===== src/hdl/mlt_pkg.sv =====
// Shared constants, codes and control types for the MAC learning table.
package mlt_pkg;

    localparam int TABLE_ENTRIES = 64;
    localparam int PORT_COUNT    = 16;
    localparam int INDEX_W       = $clog2(TABLE_ENTRIES);

    localparam int OP_W      = 2;
    localparam int MAC_W     = 48;
    localparam int PORT_W    = 4;
    localparam int STATUS_W  = 2;
    localparam int AGED_W    = 7;
    localparam int STAMP_W   = 32;
    localparam int TIMEOUT_W = 16;

    localparam logic [TIMEOUT_W-1:0] TIMEOUT_RESET = 16'd30;
    localparam logic [AGED_W-1:0]    AGED_MAX      = 7'd127;

    // Operation codes; the unused code does nothing and returns an all-zero result.
    localparam logic [OP_W-1:0] OP_LOOKUP = 2'd0;
    localparam logic [OP_W-1:0] OP_LEARN  = 2'd1;
    localparam logic [OP_W-1:0] OP_TICK   = 2'd2;
    localparam logic [OP_W-1:0] OP_UNUSED = 2'd3;

    // Learn status codes.
    localparam logic [STATUS_W-1:0] ST_NONE      = 2'd0;
    localparam logic [STATUS_W-1:0] ST_REFRESHED = 2'd1;
    localparam logic [STATUS_W-1:0] ST_ADDED     = 2'd2;
    localparam logic [STATUS_W-1:0] ST_DROPPED   = 2'd3;

    typedef struct packed {
        logic               load;
        logic               rd_en;
        logic [INDEX_W-1:0] rd_addr;
        logic               commit;
    } ctrl_cmd_t;

    typedef struct packed {
        logic out_busy;
    } dp_status_t;

endpackage


===== src/hdl/mlt_controller.sv =====
// Sequencer that walks the table once per operation and commits the result.
module mlt_controller (
    input  logic                clk,
    input  logic                rst_n,
    input  logic                item_valid,
    output logic                item_ready,
    output mlt_pkg::ctrl_cmd_t  cmd,
    input  mlt_pkg::dp_status_t status
);
    import mlt_pkg::*;

    typedef enum logic [1:0] {
        S_IDLE,
        S_SCAN,
        S_SETTLE,
        S_COMMIT
    } state_t;

    localparam logic [INDEX_W-1:0] LAST_INDEX = INDEX_W'(TABLE_ENTRIES - 1);

    state_t             state_reg;
    logic [INDEX_W-1:0] idx_reg;

    assign item_ready  = (state_reg == S_IDLE);
    assign cmd.load    = item_ready && item_valid;
    assign cmd.rd_en   = (state_reg == S_SCAN);
    assign cmd.rd_addr = idx_reg;
    assign cmd.commit  = (state_reg == S_COMMIT) && !status.out_busy;

    always_ff @(posedge clk or negedge rst_n)
    begin
        if (!rst_n)
        begin
            state_reg <= S_IDLE;
            idx_reg   <= '0;
        end
        else
        begin
            unique case (state_reg)
                S_IDLE:
                begin
                    if (item_valid)
                    begin
                        state_reg <= S_SCAN;
                        idx_reg   <= '0;
                    end
                end
                S_SCAN:
                begin
                    if (idx_reg == LAST_INDEX)
                    begin
                        state_reg <= S_SETTLE;
                    end
                    else
                    begin
                        idx_reg <= idx_reg + 1'b1;
                    end
                end
                // The last entry read is evaluated during this cycle.
                S_SETTLE:
                begin
                    state_reg <= S_COMMIT;
                end
                S_COMMIT:
                begin
                    if (!status.out_busy)
                    begin
                        state_reg <= S_IDLE;
                    end
                end
                default:
                begin
                    state_reg <= S_IDLE;
                end
            endcase
        end
    end

endmodule


===== config.mk =====
export PLATFORM = sky130hd
export DESIGN_NAME = mlt_controller
export DESIGN_NICKNAME = d
export VERILOG_FILES = /design/src/hdl/mlt_pkg.sv /design/src/hdl/mlt_controller.sv
export SDC_FILE = /design/constraint.sdc
export NUM_CORES = 1
export LEC_CHECK = 0
export BUFFER_PORTS_ARGS = -buffer_cell sky130_fd_sc_hd__buf_2
export CAP_MARGIN = 10
export CORE_AREA = 3 3 42 44
export DETAILED_ROUTE_END_ITERATION = 10
export DIE_AREA = 0 0 45 47
export PLACE_DENSITY_LB_ADDON = 0.1
export SYNTH_ARGS = -nofsm -noshare
export SYNTH_HDL_FRONTEND = slang
export SYNTH_SLANG_ARGS = --single-unit

===== constraint.sdc =====
create_clock -name clk -period 1.9 [get_ports clk]
set_clock_uncertainty 0.15 [all_clocks]
set_input_delay 0 -clock clk [delete_from_list [all_inputs] [get_ports clk]]
set_output_delay 0 -clock clk [all_outputs]
set_load 0.05 [all_outputs]

[Word level (Yosys, flattened, before mapping)]
Index checks and enable logic that the tools add are counted.
Storage, ports and cells
  register bits: 8
  bits of input ports: 4
  output and inout port bits: 10
Cells by class
  add/subtract/negate cells: 1
  eq/ne operators: 8
  multiplexer cells: 7
  reduce and logical (&&, ||, !) cells: 7
Operator list (count)
  6-bit 2-to-1 mux: 2
  6-bit case mux with 2 select lines: 1
  2-bit case mux with 4 select lines: 1
  6-bit by 1-bit adder with 6-bit output (second input constant): 1
  6-bit equality test (second input constant): 1
  2-bit 2-to-1 mux: 3
  2-bit inequality test (second input constant): 3
  3-bit AND reduction: 2
  2-bit equality test (second input constant): 2
  2-bit by 1-bit equality test with 1-bit output (second input constant): 1
  1-bit logical AND: 2
  2-bit logical NOT: 1
  2-bit by 1-bit inequality test with 1-bit output (second input constant): 1
  2-bit nonzero test: 1
  1-bit logical NOT: 1

[Longest topological paths before layout]
  depth in word-level cells: 3
  gate-level depth with buffers: 6
  depth with buffers taken out: 6

[Least setup slack after synthesis]
No wires, ideal clock.
  path type: register to register
  start point: register state_reg[0]
  end point: register state_reg[1]
  setup time: 0.128 ns
  data arrival time: 1.793 ns
  data required time: 1.622 ns
  setup slack: -0.170 ns
  stages on the path, launching flop included: 7
  buffers on the path: 0
  cells stage by stage: dfrtp_1 inv_1 ha_1 nor2b_1 a221o_1 a21oi_2 mux2_1
Between the ends
  word-level cells in the longest chain between the ends: 3
  elaborated cells between the ends (all ways): 9
  those cells by class: 6 x eq/ne; 1 x mux; 2 x reduce/logical
RTL lines
  from (decl): RTL line mlt_controller.sv:21  | state_t state_reg;
  from (signal assigned): RTL line mlt_controller.sv:34  | state_reg <= S_IDLE;
  from (signal assigned): RTL line mlt_controller.sv:44  | state_reg <= S_SCAN;
  from (signal assigned): RTL line mlt_controller.sv:52  | state_reg <= S_SETTLE;
  2-bit logical NOT *
  via item_ready: RTL line mlt_controller.sv:6  | output logic item_ready,
  2-bit inequality test (no line)
  3-bit AND reduction (no line)
The timed path passes the listed nets; every way through them passes the cells marked *.
A chain may end at the register's enable or synchronous reset.

[Worst setup path in the final report]
  start point: register state_reg[0]
  end point: register state_reg[1]
Between the ends
  word-level cells in the longest chain between the ends: 3
  elaborated cells between the ends (all ways): 9
  those cells by class: 6 x eq/ne; 1 x mux; 2 x reduce/logical
RTL lines
  2-bit equality test, or another cell as far along: RTL line mlt_controller.sv:39  | unique case (state_reg)
  2-bit inequality test (no line) or 2-bit by 1-bit inequality test with 1-bit output (tied branches)
  3-bit AND reduction (no line)
Parallel ways exist; a longest one is shown, timed or not.

==> results.cfg <==
[setup_path]
path_delay_family = compound AO/OA/AOI/OAI gates
path_cells = inv_2 -> ha_2 -> nor2b_1 -> a221o_1 -> a21oi_2 -> mux2_1
cp.depth = 6
reg2reg_depth = 6
critPathMaxFanout = 5
path_class = flop to flop
cp.required_ns = 1.88
critical_path_buf_inv_count = 1
startpoint_type = flop
cp_slowest_cell = dfrtp_1
cp_slowest_stage_delay_ns = 0.39
cp_data_arrival_time_ns = 1.80
end_kind = flop

[pwr]
fin_total_pwr_mw = 0.321
power.share.clock = 0.437
p_int_mw = 0.256
netSwitchingFraction = 0.203
switchingPower_mw = 0.0651
p_seq_frac = 0.531
peakVddDrop_uv = 341
combPwrFrac = 0.032
total_leakage_power_nw = 0.340
cellPowerDensity_mw_per_mm2 = 448

[synthesis]
syn-instance-count = 56
synth_top_area_share = 0.368
synthDistinctLibCells = 29
ys_warn_count = 0
synth_area_leaders = dfrtp_1 (37%), ha_1 (14%), a21oi_1 (5.5%)
syn_area_um2 = 544
yosysSeqAreaShare = 0.368
synth_most_common_cell = dfrtp_1
ys_async_sr_fraction = 1.00
avgSynthCellArea_um2 = 9.72
synth_edf_count = 0
netlist_top_cells_count = dfrtp_1 (8), a21oi_1 (6), ha_1 (6)
syn_nets = 66
synth-seq-cells = 8
yosysTopAreaCell = dfrtp_1
ys.flop_type = dfrtp_1

[floorplan]
dieArea_mm2 = 0.00212
die_x_um = 45
num_io_pins = 14
die_h_um = 47
row_count = 14
core_mm2 = 0.00147
initial_core_util = 0.370

[clocking]
cts_tree = done
numCtsBuffers = 3
ctsRootBufferMaster = clkbuf_4
worstSkewPairLatency_ns = 0.26
clock-sinks = 8
cts.clk_slew.worst_paths_ns = 0.06
cts_buffer_depth = 2
htreeDepth = 1

[global_routing]
overflow = 0
first_global_vias = 469
antenna_found_initial = 0
gr-usage-all-layers = 0.137
grt_max_degree = 14
grt_pass1_wl_um = 2010

[final_layout]
syn2layout_area_growth_pct = 31.7
drive_gt1_frac = 0.392
nets = 90
largest_reg_flops = 6
diodes = 0

[job]
drv_cap = 0

[route]
wl_per_cell_um = 12.6
drc = 0
drtIter0Drc = 4
finalWirelength_um = 1200
via_count = 486
ant_nets = 0
viasPerCell = 5.12
dr.pass1.iters = 3

[timing]
tightest_slew_ns = 0.404
fin_crit_sh = 0.959
post-route-min-period_ns = 1.82
rsz0062_at_grt = no
slew_viol_final = 0
setup_violations = 0
max_slew_margin = 0.730
whs_ns = 0.103
max_freq_ghz = 0.549
finalHoldViolations = 0

[min_path]
hold_class = input port to flop
worstHoldPathCells = 4

[place]
globalplace.congestion = 0.717
place_hpwl_um = 899
portBuffers = 13

[status]
run_status = finished, final reports clean
## cell usage in the layout (no fill, tap or decap)
cell	Yosys	routed
a22o_1	1	1
a21o_1	1	1
clkbuf_4	0	3
dfrtp_1	8	6
nand4_1	1	1
nand3_1	2	2
or2_4	1	1
nand2_2	1	1
inv_1	3	2
ha_2	0	2
a311oi_2	1	1
nor2b_1	2	2
ha_1	6	4
buf_2	0	13
o211ai_1	1	1
nor3_1	2	2
mux2_1	1	1
inv_2	0	1
o21ai_0	2	2
nand2_1	3	3
mux2i_1	2	2
nand2b_1	1	1
dlygate4sd3_1	0	2
and3_1	1	1
a221o_1	1	1
nor2_1	2	2
and3_4	1	1
and4_1	1	1
a21oi_2	1	1
a31oi_1	1	1
buf_4	0	5
a41oi_1	1	1
clkbuf_1	1	1
dfrtp_2	0	2
a21oi_1	6	6
o21ai_1	1	1
## area by class of cell
class / count / area (um2)
clock buffer: 4 / 26.3
fill: 149 / 754
inverter: 3 / 11.3
multi-input combinational: 44 / 334
sequential: 8 / 203
tap: 16 / 20.0
timing repair buffer: 20 / 123
## per-layer routing
metal / up-vias / GRT usage / share of wire
li1: 252 / - / -
met1: 224 / 0.167 / 0.47
met2: 8 / 0.206 / 0.47
met3: 2 / 0.0690 / 0.050
met4: 0 / 0.0526 / 0.010
met5: - / 0 / 0
## cells by family after synthesis
group | Yosys count | share of synthesized area
adders and majority gates | 6 | 0.138
AOI/OAI and AO/OA | 17 | 0.216
buffers and inverters | 4 | 0.0276
and+or+nand+nor | 18 | 0.193
muxes | 3 | 0.0575
DFF | 8 | 0.368
## tightest hold or removal path, delay by kind of cell
| family | cells | cell delay [ns] |
|---|---|---|
| compound gates | 1 | 0.09 |
| simple gates | 2 | 0.28 |
| buf+inv | 1 | 0.09 |
## power by group through the flow
stage	clock, mW	combinational [mW]	sequential, mW
6_report	0.140	0.0104	0.171
3_5_place_dp	0	0.00763	0.173
5_1_grt	0.158	0.0119	0.170
3_3_place_gp	0	0.00750	0.173
4_1_cts	0.148	0.0108	0.170
2_1_floorplan	0	0.000316	0.174
## path summary, 6_finish.rpt
check,start,to,slack (ns)
max in group asynchronous,rst_n,idx_reg[0]$_DFFE_PN0P_,0.72
worst max-delay path,state_reg[0]$_DFFE_PN0P_,state_reg[1]$_DFFE_PN0P_,0.08
worst min-delay path,item_valid,idx_reg[1]$_DFFE_PN0P_,0.10
worst max register to register,state_reg[0]$_DFFE_PN0P_,state_reg[1]$_DFFE_PN0P_,0.08
min in group asynchronous,rst_n,idx_reg[2]$_DFFE_PN0P_,0.57
worst min register to register,idx_reg[1]$_DFFE_PN0P_,idx_reg[1]$_DFFE_PN0P_,0.40
## metrics by stage
step	setup WS, ns	TNS [ns]	cells	cell area [um2]	utilization
floorplan	-0.0120	-0.0120	56	552	-
global placement	0.0426	0	86	648	0.440
detailed placement	0.0255	0	86	648	0.440
CTS	0.0172	0	92	694	0.472
global route	0.00499	0	95	717	0.487
finish	0.0785	0	95	717	0.487
## timing repair
action,4_1_cts,5_1_grt
setup endpoints to repair,0,1
resized for setup,0,1
endpoints found under the hold margin,8,0
setup buffers,0,3
hold buffers,2,0
No activity file was read; power rests on OpenSTA's default activity.
